===== src/rtl/pcfs_pkg.sv =====
`default_nettype none
// ----------------------------------------------------------------------------
// pcfs_pkg: shared types and constants of the periodic frame scheduler
// Table geometry, request codes and the entry record.
// ----------------------------------------------------------------------------
package pcfs_pkg;
	localparam int MAX_FRAMES = 16;
	localparam int TIME_BITS  = 32;
	localparam int IDX_BITS   = $clog2(MAX_FRAMES);
	localparam int CNT_BITS   = $clog2(MAX_FRAMES + 1);

	localparam logic [2:0] REQ_TICK   = 3'd0;
	localparam logic [2:0] REQ_ADD    = 3'd1;
	localparam logic [2:0] REQ_REMOVE = 3'd2;
	localparam logic [2:0] REQ_ENABLE = 3'd3;
	localparam logic [2:0] REQ_WRITE  = 3'd4;

	// one table entry
	typedef struct packed {
		logic [28:0]          id;
		logic                 ext;
		logic [3:0]           len;
		logic [63:0]          data;
		logic [31:0]          period;
		logic [TIME_BITS-1:0] last;
		logic                 en;
	} entry_t;

	// request broadcast to every cell
	typedef struct packed {
		logic [2:0]           op;
		logic [28:0]          id;
		logic                 ext;
		logic [3:0]           len;
		logic [31:0]          period;
		logic                 en;
		logic [63:0]          data;
		logic [7:0]           mask;
		logic [TIME_BITS-1:0] now;
	} cmd_t;

	// cell control issued by the sequencer for one cycle
	typedef struct packed {
		logic apply;   // add/remove/enable/write takes effect this cycle
		logic rotate;  // tick scan: shift the row by one place
	} ctl_t;

	// stage status a cell passes to its right neighbor
	typedef struct packed {
		logic valid;   // this cell holds a live entry
		logic ins;     // new frame goes at or before this cell
	} link_t;
endpackage
`default_nettype wire


===== src/rtl/pcfs_cell.sv =====
`default_nettype none
// ----------------------------------------------------------------------------
// pcfs_cell: one slot of the sorted frame table
// Holds one entry; shifts right on insert, left on remove, rotates on scan.
// ----------------------------------------------------------------------------
module pcfs_cell (
	input  wire                  clk,
	input  wire                  arst_n,
	input  pcfs_pkg::cmd_t       cmd,
	input  pcfs_pkg::ctl_t       ctl,
	input  wire                  match_any,  // id present somewhere in the row
	input  wire                  rm_left,    // removed id sits left of this cell
	input  wire                  full,
	input  pcfs_pkg::entry_t     left_e,
	input  pcfs_pkg::link_t      left_l,
	input  pcfs_pkg::entry_t     right_e,
	input  wire                  right_v,
	input  pcfs_pkg::entry_t     scan_in,    // entry rotating in during a tick
	input  wire                  scan_in_v,
	output pcfs_pkg::entry_t     ent,
	output pcfs_pkg::link_t      lnk,
	output logic                 hit,
	output logic                 due,
	output pcfs_pkg::entry_t     stamped     // this entry after a possible send
);
	import pcfs_pkg::*;

	entry_t e_q;
	logic   v_q;
	logic   gt;
	entry_t nw;

	assign ent = e_q;
	assign hit = v_q && (e_q.id == cmd.id);
	assign gt  = v_q && (e_q.period > cmd.period);
	assign lnk.valid = v_q;
	assign lnk.ins   = left_l.ins || gt || (!v_q && left_l.valid);
	assign due = v_q && e_q.en && ((cmd.now - e_q.last) >= TIME_BITS'(e_q.period));

	always_comb begin
		stamped = e_q;
		if (due) begin
			stamped.last = cmd.now;
		end
		nw = '0;
		nw.id = cmd.id;
		nw.ext = cmd.ext;
		nw.len = cmd.len;
		nw.period = cmd.period;
		nw.en = 1'b1;
	end

	// valid bits: an add fills only the first empty cell of the row
	always_ff @(posedge clk or negedge arst_n) begin
		if (!arst_n) begin
			v_q <= 1'b0;
		end else if (ctl.rotate) begin
			v_q <= scan_in_v;
		end else if (ctl.apply) begin
			case (cmd.op)
				REQ_ADD: if (!match_any && !full && !v_q && left_l.valid) v_q <= 1'b1;
				REQ_REMOVE: if (match_any && (rm_left || hit)) v_q <= right_v;
				default: ;
			endcase
		end
	end

	// entry payload
	always_ff @(posedge clk) begin
		if (ctl.rotate) begin
			e_q <= scan_in;
		end else if (ctl.apply) begin
			case (cmd.op)
				REQ_ADD: if (!match_any && !full) begin
					if (left_l.ins) e_q <= left_e;
					else if (lnk.ins) e_q <= nw;
				end
				REQ_REMOVE: if (match_any && (rm_left || hit)) e_q <= right_e;
				REQ_ENABLE: if (hit) e_q.en <= cmd.en;
				REQ_WRITE: if (hit) begin
					for (int k = 0; k < 8; k++) begin
						if (cmd.mask[k]) e_q.data[8*k +: 8] <= cmd.data[8*k +: 8];
					end
				end
				default: ;
			endcase
		end
	end
endmodule
`default_nettype wire


===== config.mk =====
export PLATFORM = sky130hd
export DESIGN_NAME = pcfs_cell
export DESIGN_NICKNAME = d
export VERILOG_FILES = /design/src/rtl/pcfs_pkg.sv /design/src/rtl/pcfs_cell.sv
export SDC_FILE = /design/constraint.sdc
export NUM_CORES = 1
export LEC_CHECK = 0
export ABC_AREA = 1
export BUFFER_PORTS_ARGS = -buffer_cell sky130_fd_sc_hd__buf_4
export CAP_MARGIN = 10
export CORE_AREA = 3 3 395 397
export CTS_BUF_LIST = sky130_fd_sc_hd__clkbuf_16
export CTS_CLUSTER_DIAMETER = 50
export DETAILED_ROUTE_END_ITERATION = 12
export DIE_AREA = 0 0 398 400
export GPL_TIMING_DRIVEN = 0
export HOLD_SLACK_MARGIN = 0.15
export PLACE_DENSITY = 0.35
export SLEW_MARGIN = 20
export SYNTH_ARGS = -nofsm -noshare
export SYNTH_HDL_FRONTEND = slang
export SYNTH_SLANG_ARGS = --single-unit

===== constraint.sdc =====
create_clock -name clk -period 5.8 [get_ports clk]
set_input_delay 1.16 -clock clk [delete_from_list [all_inputs] [get_ports clk]]
set_output_delay 1.16 -clock clk [all_outputs]
set_load 0.005 [all_outputs]

==> out/metrics.cfg, run 1 <==
[clocking]
path_clk_slew_ns = 0.09
clkSinkCount = 164
cts_hold_buffers = 0
htreeDepth = 4
clock_path_buffers = 2
cts_made_buffers = 17
cts_tree = built
clk_latency_ns = 0.55
cts-root-buf = clkbuf_16

[detailed_routing]
drc_errors = 0
wl_microns = 145000
num_vias = 19416
dr.pass1.iters = 5
drtIter0Drc = 1057
antenna_left = 0
post_drt_wl_per_cell_microns = 27.6
vias_per_cell = 3.71

[floorplanning]
rows = 143
die_x_microns = 398
initial_core_util_pct = 10.3
io_pins = 1004
core_sq_um = 152000
die_area_sq_um = 159000
die_y_microns = 400

[synth]
synth_edf_count = 163
ys_ff_latch = 164
synth_top_flop_cell = edfxtp_1
synth.largest_area_cell = edfxtp_1
syn_nets = 2900
yosysTopAreaCellShare_pct = 31.3
ys_seq_area_share_pct = 31.4
synthCells = 2130
avgSynthCellArea_sq_um = 7.35
ys_warn_count = 0
synth_area_sq_um = 15600
synthDistinctLibCells = 54
synth_area_leaders = edfxtp_1, nand2_1, ha_1, buf_4, a41oi_2
async_flop_share_pct = 0.610

[placed_design]
port_buffers = 1003
gp_congestion = 0.914
place_ws_ns = -0.338
dp_hpwl_microns = 126000
post-place-cells = 5168
postPlaceCellArea_sq_um = 25900

[critical_path]
required_ns = 4.64
critPathKind = input pin to primary output
crit_fanout = 8
crit_path_start_kind = input pin
cp_data_arrival_time_ns = 4.59
critPathCaptureType = primary output

[run]
cap_violations = 0

[final_layout]
n_fill_cell = 17527
area_growth_pct = 76.9
layout-drive-gt1-share_pct = 46.8
final_common_cell = buf_4
final_cells = 5237
nNetsFinal = 3949
fin_util_pct = 18.2
fin_area_sq_um = 27700
layout_common_cells = buf_4, nand2_1, inv_1, nor2_1, edfxtp_1

[grt]
grt-ovfl-total = 0
grt_pass1_vias = 19962
track_usage_pct = 17.4
antenna_found_initial = 47
grt_pass1_wl_microns = 183000
grt_max_degree = 25

[timing]
finalHoldViolCount = 0
finalCritPeriodShare_pct = 99.1
setup_tns_ns = 0
clock.fmax_mhz = 174
rsz0062_at_grt = yes
slew_headroom_pct = 27.2
worst_slack_ns = 0.0532
tightest_slew_ns = 1.09
holdWs_ns = 0.392
finalMaxSlewViolations = 0
finalSetupViolCount = 0
final.setup_skew_ns = 0.0421
period_minus_slack_ns = 5.75

[power]
p_switching_mw = 2.29
power_density_nw_per_um2 = 202
ir_drop_v = 0.000225
sequentialPowerShare_pct = 30.2
internal_power_mw = 3.29
swShare_pct = 41.0
leakage_nw = 12.6
comb_power_share_pct = 46.8
p_clk_share_pct = 23.1
total_power_mw = 5.58

[outcome]
outcome = completed

[hold_path]
hp-class = input pin to async pin

## critical path: stages
cell and delay [ns]:
buf_8 0.10, inv_4 0.05, ha_4 0.13, inv_4 0.03, fa_2 0.40, nand3_2 0.10, nand2_4 0.07, nand2_4 0.07
nand2_4 0.05, a21o_1 0.22, nand4_1 0.10, nand3_2 0.12, xor2_2 0.17, ha_1 0.31, nand2_2 0.08, inv_2 0.04
o21ai_2 0.05, a21oi_1 0.07, or2_1 0.26, a21oi_4 0.17, nand3_4 0.19, nand2_8 0.20, clkbuf_16 0.19, nand2_2 0.06
nand2_2 0.07, buf_6 0.11
## metal layers
layer	wire length [microns]	global-route usage (%)
met5	219	0
met3	12000	6.23
met1	56200	19.5
met4	2520	3.68
met2	73700	31.3
## logic make-up after synthesis
family | synth area share [%]
buffers and inverters | 14.3
AOI/OAI and AO/OA | 15.2
xor gates and xnor gates | 2.02
adders and majority gates | 7.72
DFF | 31.4
muxes | 0.0640
and+or+nand+nor | 29.2
## registers in the layout, indices dropped and copies added, names as in the netlist
signal	flops
v_q	1
ent	163
## cell usage after synthesis, drive strengths merged (3+ instances only)
library cell and count:
buf 193, nand4 21, a41oi 64, inv 200
o211ai 37, o311ai 3, nor4 4, or2 4
clkbuf 32, o21a 4, xor2 25, a21oi 90
nor3 24, o21ai 70, ha 95, a221o 9
o221ai 3, nand3 155, a21o 6, nor2 177
edfxtp 163, xnor2 11, o21bai 3, nand2 725
## timing repair
action	4_1_cts	5_1_grt
setup buffers	8	11
gates cloned	1	3
endpoints found under the setup margin	33	33
resized for setup	61	196
pin swaps	13	44
## area by class of cell
type / count / area [sq um] / area share (%)
well taps: 2030 / 2540 / 9.18
clock inverters: 15 / 148 / 0.533
clock buffers: 17 / 425 / 1.54
repair buffers: 1031 / 8020 / 29.0
inverters: 200 / 756 / 2.73
plain buffers: 224 / 1520 / 5.50
flip-flops and latches: 164 / 4920 / 17.8
multi-input cells: 1541 / 9310 / 33.6
diodes: 15 / 37.5 / 0.136
## power groups by stage
stage,clock network (mW),registers [mW],logic [mW]
2_1_floorplan,0,1.57,0.997
3_3_place_gp,0,1.73,2.33
4_1_cts,1.36,1.69,2.46
3_5_place_dp,0,1.72,2.36
6_report,1.29,1.68,2.61
5_1_grt,1.38,1.70,2.85
## path summary, 6_finish.rpt
path                       cells after the start                  to         startpoint  slack (ns)
hold / removal                                 1     v_q$_DFFE_PN0P_             arst_n        0.39
setup / recovery                              26          stamped[9]             cmd[0]        0.05
setup reg to reg                              11  ent[125]$_DFFE_PP_  ent[47]$_DFFE_PP_        1.87
hold reg to reg                                2     v_q$_DFFE_PN0P_    v_q$_DFFE_PN0P_        0.69
max in group asynchronous                      1     v_q$_DFFE_PN0P_             arst_n        5.33
min in group clk                               2     v_q$_DFFE_PN0P_    v_q$_DFFE_PN0P_        0.69
(Power assumes the default switching activity.)
==> run 2: changes to the inputs <==
--- a/config.mk
+++ b/config.mk
@@ -5,14 +5,13 @@
 export SDC_FILE = /design/constraint.sdc
 export NUM_CORES = 1
 export LEC_CHECK = 0
-export ABC_AREA = 1
 export BUFFER_PORTS_ARGS = -buffer_cell sky130_fd_sc_hd__buf_4
 export CAP_MARGIN = 10
-export CORE_AREA = 3 3 395 397
+export CORE_AREA = 3 3 385 387
 export CTS_BUF_LIST = sky130_fd_sc_hd__clkbuf_16
 export CTS_CLUSTER_DIAMETER = 50
 export DETAILED_ROUTE_END_ITERATION = 12
-export DIE_AREA = 0 0 398 400
+export DIE_AREA = 0 0 388 390
 export GPL_TIMING_DRIVEN = 0
 export HOLD_SLACK_MARGIN = 0.15
 export PLACE_DENSITY = 0.35
==> out/metrics.cfg, run 2 <==
[critical_path]
reg2regPathDepth = 12  ; was 11
crit_path_start_kind = input pin  ; unchanged
crit_fanout = 7  ; was 8
critPathKind = input pin to primary output  ; unchanged
crit_slowest_cell = o41ai_4  ; was fa_2
critPathCaptureType = primary output  ; unchanged
startpoint = cmd[1]  ; was cmd[0]
cp_data_arrival_time_ns = 5.70  ; was 4.59 ns
worstReg2RegStart = ent[64]$_DFFE_PP_  ; was ent[47]$_DFFE_PP_
required_ns = 4.64  ; about the same
r2r_setup_slack_ns = 0.57  ; was 1.87 ns
crit_end = stamped[14]  ; was stamped[9]
path_cells = buf_12 -> ha_4 -> nor2b_4 -> o31a_1 -> o31a_1 -> a41oi_4 -> buf_12 -> o41ai_4 -> o41ai_4 -> o21ai_1 -> a21oi_2 -> xnor2_2 -> ha_1 -> nand2_1 -> o21a_1 -> o21ai_4 -> nor2_4 -> nor2_4 -> nand2_4 -> inv_12 -> buf_16 -> mux2_2 -> buf_4
critPathMaxStageDelay_ns = 0.43  ; was 0.40 ns
r2r-end = ent[64]$_DFFE_PP_  ; was ent[125]$_DFFE_PP_

[floorplanning]
die_x_microns = 388  ; was 398 microns
rows = 140  ; was 143
die_area_sq_um = 151000  ; was 159,000 sq um
core_sq_um = 145000  ; was 152,000 sq um
io_pins = 1004  ; unchanged
die_y_microns = 390  ; was 400 microns
initial_core_util_pct = 9.98  ; was 10.3%

[detailed_routing]
wl_microns = 135000  ; was 145,000 microns
vias_per_cell = 3.71  ; about the same
num_vias = 17285  ; was 19,416
antenna_left = 0  ; unchanged
post_drt_wl_per_cell_microns = 29.0  ; was 27.6 microns
dr.pass1.iters = 9  ; was 5
drtIter0Drc = 1169  ; was 1,057
drc_errors = 0  ; unchanged

[timing]
setup_tns_ns = -33.31  ; was 0 ns
clock.fmax_mhz = 146  ; was 174 MHz
slew_headroom_pct = 27.1  ; was 27.2%
tightest_slew_ns = 1.09  ; about the same
final.setup_skew_ns = 0.0241  ; was 0.0421 ns
rsz0062_at_grt = yes  ; unchanged
period_minus_slack_ns = 6.86  ; was 5.75 ns
finalSetupViolCount = 33  ; was 0
finalHoldViolCount = 0  ; unchanged
finalCritPeriodShare_pct = 118  ; was 99.1%
finalMaxSlewViolations = 0  ; unchanged
worst_slack_ns = -1.06  ; was 0.0532 ns

[grt]
grt-ovfl-total = 0  ; unchanged
grt_pass1_vias = 17614  ; was 19,962
track_usage_pct = 17.1  ; was 17.4%
grt_max_degree = 19  ; was 25
grt_pass1_wl_microns = 171000  ; was 183,000 microns
antenna_found_initial = 50  ; was 47

[final_layout]
layout-drive-gt1-share_pct = 48.8  ; was 46.8%
nNetsFinal = 3474  ; was 3,949
fin_area_sq_um = 26100  ; was 27,700 sq um
final_common_cell = buf_4  ; unchanged
largest_reg_flops = 163  ; unchanged
layout_common_cells = buf_4, a21oi_1, inv_1, edfxtp_1, nand2_1  ; was buf_4, nand2_1, inv_1, nor2_1, edfxtp_1
area_growth_pct = 80.4  ; was 76.9%

[synth]
async_flop_share_pct = 0.610  ; unchanged
syn_nets = 2407  ; was 2,900
synth_area_sq_um = 14500  ; was 15,600 sq um
synth_edf_count = 163  ; unchanged
ys_warn_count = 0  ; unchanged
ys_seq_area_share_pct = 34.0  ; was 31.4%
synth.top_cells.by_count = a21oi_1, inv_1, edfxtp_1, buf_4, nand2_1  ; was nand2_1, inv_1, nor2_1, edfxtp_1, nand3_1
ys_ff_latch = 164  ; unchanged
synthDistinctLibCells = 63  ; was 54
yosysTopAreaCellShare_pct = 33.8  ; was 31.3%
synth.largest_area_cell = edfxtp_1  ; unchanged
synth_top_flop_cell = edfxtp_1  ; unchanged
synthCells = 1637  ; was 2,130
synth_area_leaders = edfxtp_1, ha_1, mux2i_1, buf_4, a21oi_1  ; was edfxtp_1, nand2_1, ha_1, buf_4, a41oi_2
avgSynthCellArea_sq_um = 8.85  ; was 7.35 sq um
yosys.cell_count.top_type = a21oi_1  ; was nand2_1

[placed_design]
dp_hpwl_microns = 119000  ; was 126,000 microns
gp_congestion = 0.929  ; was 0.914
port_buffers = 1002  ; was 1,003
postPlaceCellArea_sq_um = 24900  ; was 25,900 sq um

[clocking]
htreeDepth = 4  ; unchanged
path_clk_slew_ns = 0.09  ; about the same
cts_made_buffers = 17  ; unchanged
cts-root-buf = clkbuf_16  ; unchanged
clock_path_buffers = 2  ; unchanged
cts_hold_buffers = 0  ; unchanged
clkSinkCount = 164  ; unchanged
cts_tree = built  ; unchanged
clk_latency_ns = 0.52  ; was 0.55 ns

[outcome]
outcome = finished with violations  ; was completed
failed_checks = setup timing

[power]
leakage_nw = 12.3  ; was 12.6 nW
power_density_nw_per_um2 = 230  ; was 202 nW/um^2
ir_drop_v = 0.000187  ; was 0.000225 V

[hold_path]
hp-class = input pin to async pin  ; unchanged

[run]
cap_violations = 0  ; unchanged

run 2: changes by cell type in the layout (fill, tap and decap cells not counted), moves of 28 or more:
cell      before  now
nand2_1      647  120
nand3_1      136    7
mux2i_1        1  111
a21oi_1       71  176
nor2_1       165  100
a41oi_2       60    0
o21ai_0       60  113
nand2_2       53    1
a222oi_1       0   44
clkbuf_1      28   64
o211ai_1      37    1
and3_1         0   34
buf_6         41   13
run 2: final cells by class:
cell class              instances  area, sq um
fillers                     16477       119000
plain buffers                 226         1420
well taps                    1917         2400
clock buffers                  17          425
inverters                     168          646
flip-flops and latches        164         4920
clock inverters                15          159
diodes                         20         50.0
repair buffers               1048         8160
multi-input cells            1079         7970
run 2: cells by family after synthesis:
kind of cell	count (synthesis)	synth area share, %
adder cells (fa/ha/maj)	96	8.34
flip-flops	164	34.0
AO/OA/AOI/OAI	451	19.8
XOR/XNOR	57	3.45
AND/OR/NAND/NOR	332	10.4
buffers and inverters	394	13.8
multiplexers	143	10.2
run 2: worst max-delay path: cells and delay by family:
family / cells / cell delay [ns]
AOI/OAI and AO/OA: 9 / 2.23
buffers and inverters: 5 / 0.72
and+or+nand+nor: 5 / 0.56
xor gates and xnor gates: 1 / 0.10
muxes: 1 / 0.34
adders and majority gates: 2 / 0.52
run 2: repair_timing:
action | in CTS | in global routing
resized for setup | 56 | 24
setup buffers | 14 | 7
cloned | 2 | 0
pin swaps | 22 | 22
hold endpoints to repair | 0 | 0
endpoints found under the setup margin | 33 | 33
run 2: worst min-delay path by stage:
stage	start	cells after the start	to
after floorplan	v_q$_DFFE_PN0P_	3	v_q$_DFFE_PN0P_
after global placement	arst_n	1	v_q$_DFFE_PN0P_
after detailed placement	arst_n	1	v_q$_DFFE_PN0P_
after CTS	arst_n	1	v_q$_DFFE_PN0P_
after global routing	arst_n	1	v_q$_DFFE_PN0P_
final	arst_n	1	v_q$_DFFE_PN0P_
run 2: report_power, final:
group	internal, mW	switching, mW
logic	1.53	1.41
registers	1.51	0.298
clock network	0.577	0.693
run 2: metrics by stage:
step / utilization, % / hold slack, ns / worst slack (ns) / total power, mW / std cells
floorplan: - / 0.696 / -0.00679 / 2.82 / 1637
global placement: 16.8 / 0.940 / -3.79 / 4.59 / 4556
detailed placement: 17.1 / 0.936 / -2.04 / 4.61 / 4581
CTS: 17.9 / 0.325 / -1.24 / 6.11 / 4628
global route: 18.0 / 0.334 / -1.25 / 6.39 / 4642
finish: 18.0 / 0.398 / -1.06 / 6.02 / 4654
run 2: routing by layer:
| layer | GRT usage [%] | vias up | part of all wire [%] |
|---|---|---|---|
| met5 | 0 | - | 0.073 |
| met4 | 4.92 | 12 | 2.8 |
| met3 | 4.68 | 131 | 6.7 |
| met2 | 29.8 | 782 | 50 |
| met1 | 20.4 | 8428 | 41 |
| li1 | - | 7932 | - |
==> run 3: changes to the inputs <==
--- a/config.mk
+++ b/config.mk
@@ -15,6 +15,7 @@
 export GPL_TIMING_DRIVEN = 0
 export HOLD_SLACK_MARGIN = 0.15
 export PLACE_DENSITY = 0.35
+export SETUP_SLACK_MARGIN = 0.5
 export SLEW_MARGIN = 20
 export SYNTH_ARGS = -nofsm -noshare
 export SYNTH_HDL_FRONTEND = slang
==> out/metrics.cfg, run 3 (synthesis results as in run 2) <==
[outcome]
outcome = finished with violations  ; unchanged
failed_checks = setup timing  ; unchanged

[critical_path]
crit_slowest_cell = fa_2  ; was o41ai_4
crit_fanout = 5  ; was 7
critPathCaptureType = primary output  ; unchanged
startpoint = cmd[0]  ; was cmd[1]
path_buf_inv = 8  ; was 5
worstReg2RegStart = ent[50]$_DFFE_PP_  ; was ent[64]$_DFFE_PP_
reg2regPathDepth = 10  ; was 12
worst-path-stages = 26  ; was 23
cp_data_arrival_time_ns = 5.71  ; was 5.70 ns
crit_path_start_kind = input pin  ; unchanged
required_ns = 4.64  ; about the same
critPathKind = input pin to primary output  ; unchanged
critPathMaxStageDelay_ns = 0.37  ; was 0.43 ns
crit_top_cell = buf_12
critPathTopFamily = compound AO/OA/AOI/OAI gates  ; unchanged

[final_layout]
n_fill_cell = 16456  ; was 16,477
nNetsFinal = 3480  ; was 3,474
fin_area_sq_um = 26400  ; was 26,100 sq um
final_common_cell = buf_4  ; unchanged
area_growth_pct = 82.5  ; was 80.4%
layout_common_cells = buf_4, a21oi_1, edfxtp_1, inv_1, nand2_1  ; was buf_4, a21oi_1, inv_1, edfxtp_1, nand2_1
multiInputGateArea_sq_um = 8110  ; was 7970 sq um
area.sequential_sq_um = 4920  ; unchanged
layout-drive-gt1-share_pct = 49.5  ; was 48.8%
largest_reg_flops = 163  ; unchanged

[grt]
grt_pass1_wl_microns = 162000  ; was 171,000 microns
grt-ovfl-total = 0  ; unchanged
track_usage_pct = 16.0  ; was 17.1%
grt_pass1_vias = 17479  ; was 17,614
grt_max_degree = 18  ; was 19
antenna_found_initial = 49  ; was 50

[timing]
setup_tns_ns = -33.92  ; was -33.31 ns
slew_headroom_pct = 31.3  ; was 27.1%
tightest_slew_ns = 1.03  ; was 1.09 ns
final.setup_skew_ns = 0.0262  ; was 0.0241 ns
period_minus_slack_ns = 6.87  ; was 6.86 ns
rsz0062_at_grt = yes  ; unchanged
clock.fmax_mhz = 146  ; about the same
worst_slack_ns = -1.07  ; was -1.06 ns
finalSetupViolCount = 33  ; unchanged
finalHoldViolCount = 0  ; unchanged
finalCritPeriodShare_pct = 118  ; about the same
finalMaxSlewViolations = 0  ; unchanged

[power]
p_switching_mw = 2.32  ; was 2.40 mW
comb_power_share_pct = 49.3  ; was 48.8%
p_clk_share_pct = 20.9  ; was 21.1%
ir_drop_v = 0.000203  ; was 0.000187 V
sequentialPowerShare_pct = 29.8  ; was 30.1%
leakage_nw = 12.4  ; was 12.3 nW
power_density_nw_per_um2 = 227  ; was 230 nW/um^2
swShare_pct = 38.7  ; was 39.9%
internal_power_mw = 3.67  ; was 3.62 mW
total_power_mw = 5.99  ; was 6.02 mW

[floorplanning]
core_sq_um = 145000  ; unchanged
die_x_microns = 388  ; unchanged
rows = 140  ; unchanged
io_pins = 1004  ; unchanged
initial_core_util_pct = 9.98  ; unchanged
die_y_microns = 390  ; unchanged
die_area_sq_um = 151000  ; unchanged

[detailed_routing]
drtIter0Drc = 1110  ; was 1,169
drc_errors = 0  ; unchanged
wl_microns = 127000  ; was 135,000 microns
antenna_left = 0  ; unchanged
dr.pass1.iters = 9  ; unchanged
num_vias = 17046  ; was 17,285
post_drt_wl_per_cell_microns = 27.3  ; was 29.0 microns
vias_per_cell = 3.67  ; was 3.71

[clocking]
clock_path_buffers = 2  ; unchanged
cts_hold_buffers = 0  ; unchanged
htreeDepth = 4  ; unchanged
cts_made_buffers = 17  ; unchanged
clk_latency_ns = 0.53  ; was 0.52 ns
cts_tree = built  ; unchanged
cts-root-buf = clkbuf_16  ; unchanged
path_clk_slew_ns = 0.08  ; was 0.09 ns
clkSinkCount = 164  ; unchanged

[placed_design]
port_buffers = 1002  ; unchanged
dp_hpwl_microns = 111000  ; was 119,000 microns
gp_congestion = 0.880  ; was 0.929
postPlaceCellArea_sq_um = 25100  ; was 24,900 sq um

[hold_path]
hp-class = input pin to async pin  ; unchanged

[run]
cap_violations = 0  ; unchanged

-- run 3: power by group through the flow --
stage / combinational (mW) / sequential (mW) / clock (mW)
floorplan: 1.19 / 1.66 / 0
global placement: 2.69 / 1.83 / 0
detailed placement: 2.73 / 1.82 / 0
CTS: 2.95 / 1.79 / 1.33
global route: 3.21 / 1.80 / 1.35
finish: 2.96 / 1.78 / 1.25
-- run 3: worst paths after layout --
| path | endpoint | slack, ns |
|---|---|---|
| worst max-delay path | stamped[9] | -1.07 |
| worst min-delay path | v_q$_DFFE_PN0P_ | 0.40 |
| worst max register to register | ent[132]$_DFFE_PP_ | 1.23 |
| worst min register to register | v_q$_DFFE_PN0P_ | 1.14 |
| max in group asynchronous | v_q$_DFFE_PN0P_ | 5.32 |
| min in group clk | ent[156]$_DFFE_PP_ | 0.91 |
-- run 3: what timing repair did --
item / CTS / global route
cloned: 3 / 0
setup endpoints to repair: 34 / 33
pin swaps: 27 / 25
setup buffers: 18 / 8
gates resized for setup: 60 / 46
endpoints found under the hold margin: 0 / 0
-- run 3: metal layers --
| layer | vias up | global-route usage, % | share of wire [%] |
|---|---|---|---|
| li1 | 7917 | - | - |
| met1 | 8315 | 18.5 | 40 |
| met2 | 701 | 29.4 | 52 |
| met3 | 109 | 4.26 | 6.5 |
| met4 | 4 | 3.34 | 1.7 |
| met5 | - | 0 | 0.019 |
-- run 3: metrics by stage --
step	std cells	utilization (%)	hold slack (ns)	setup WS, ns
floorplan	1637	-	0.696	0.0189
global placement	4556	17.0	0.937	-3.77
detailed placement	4579	17.3	0.939	-2.16
CTS	4632	18.0	0.324	-1.27
global route	4645	18.2	0.331	-1.30
finish	4649	18.2	0.402	-1.07
-- run 3: area by class of cell --
class	count	share of cell area, %
Antenna cell	9	0.0852
Buffer	226	5.39
Clock buffer	17	1.61
Clock inverter	15	0.516
Inverter	168	2.54
Multi-Input combinational cell	1079	30.7
Sequential cell	164	18.6
Tap cell	1917	9.07
Timing Repair Buffer	1054	31.5
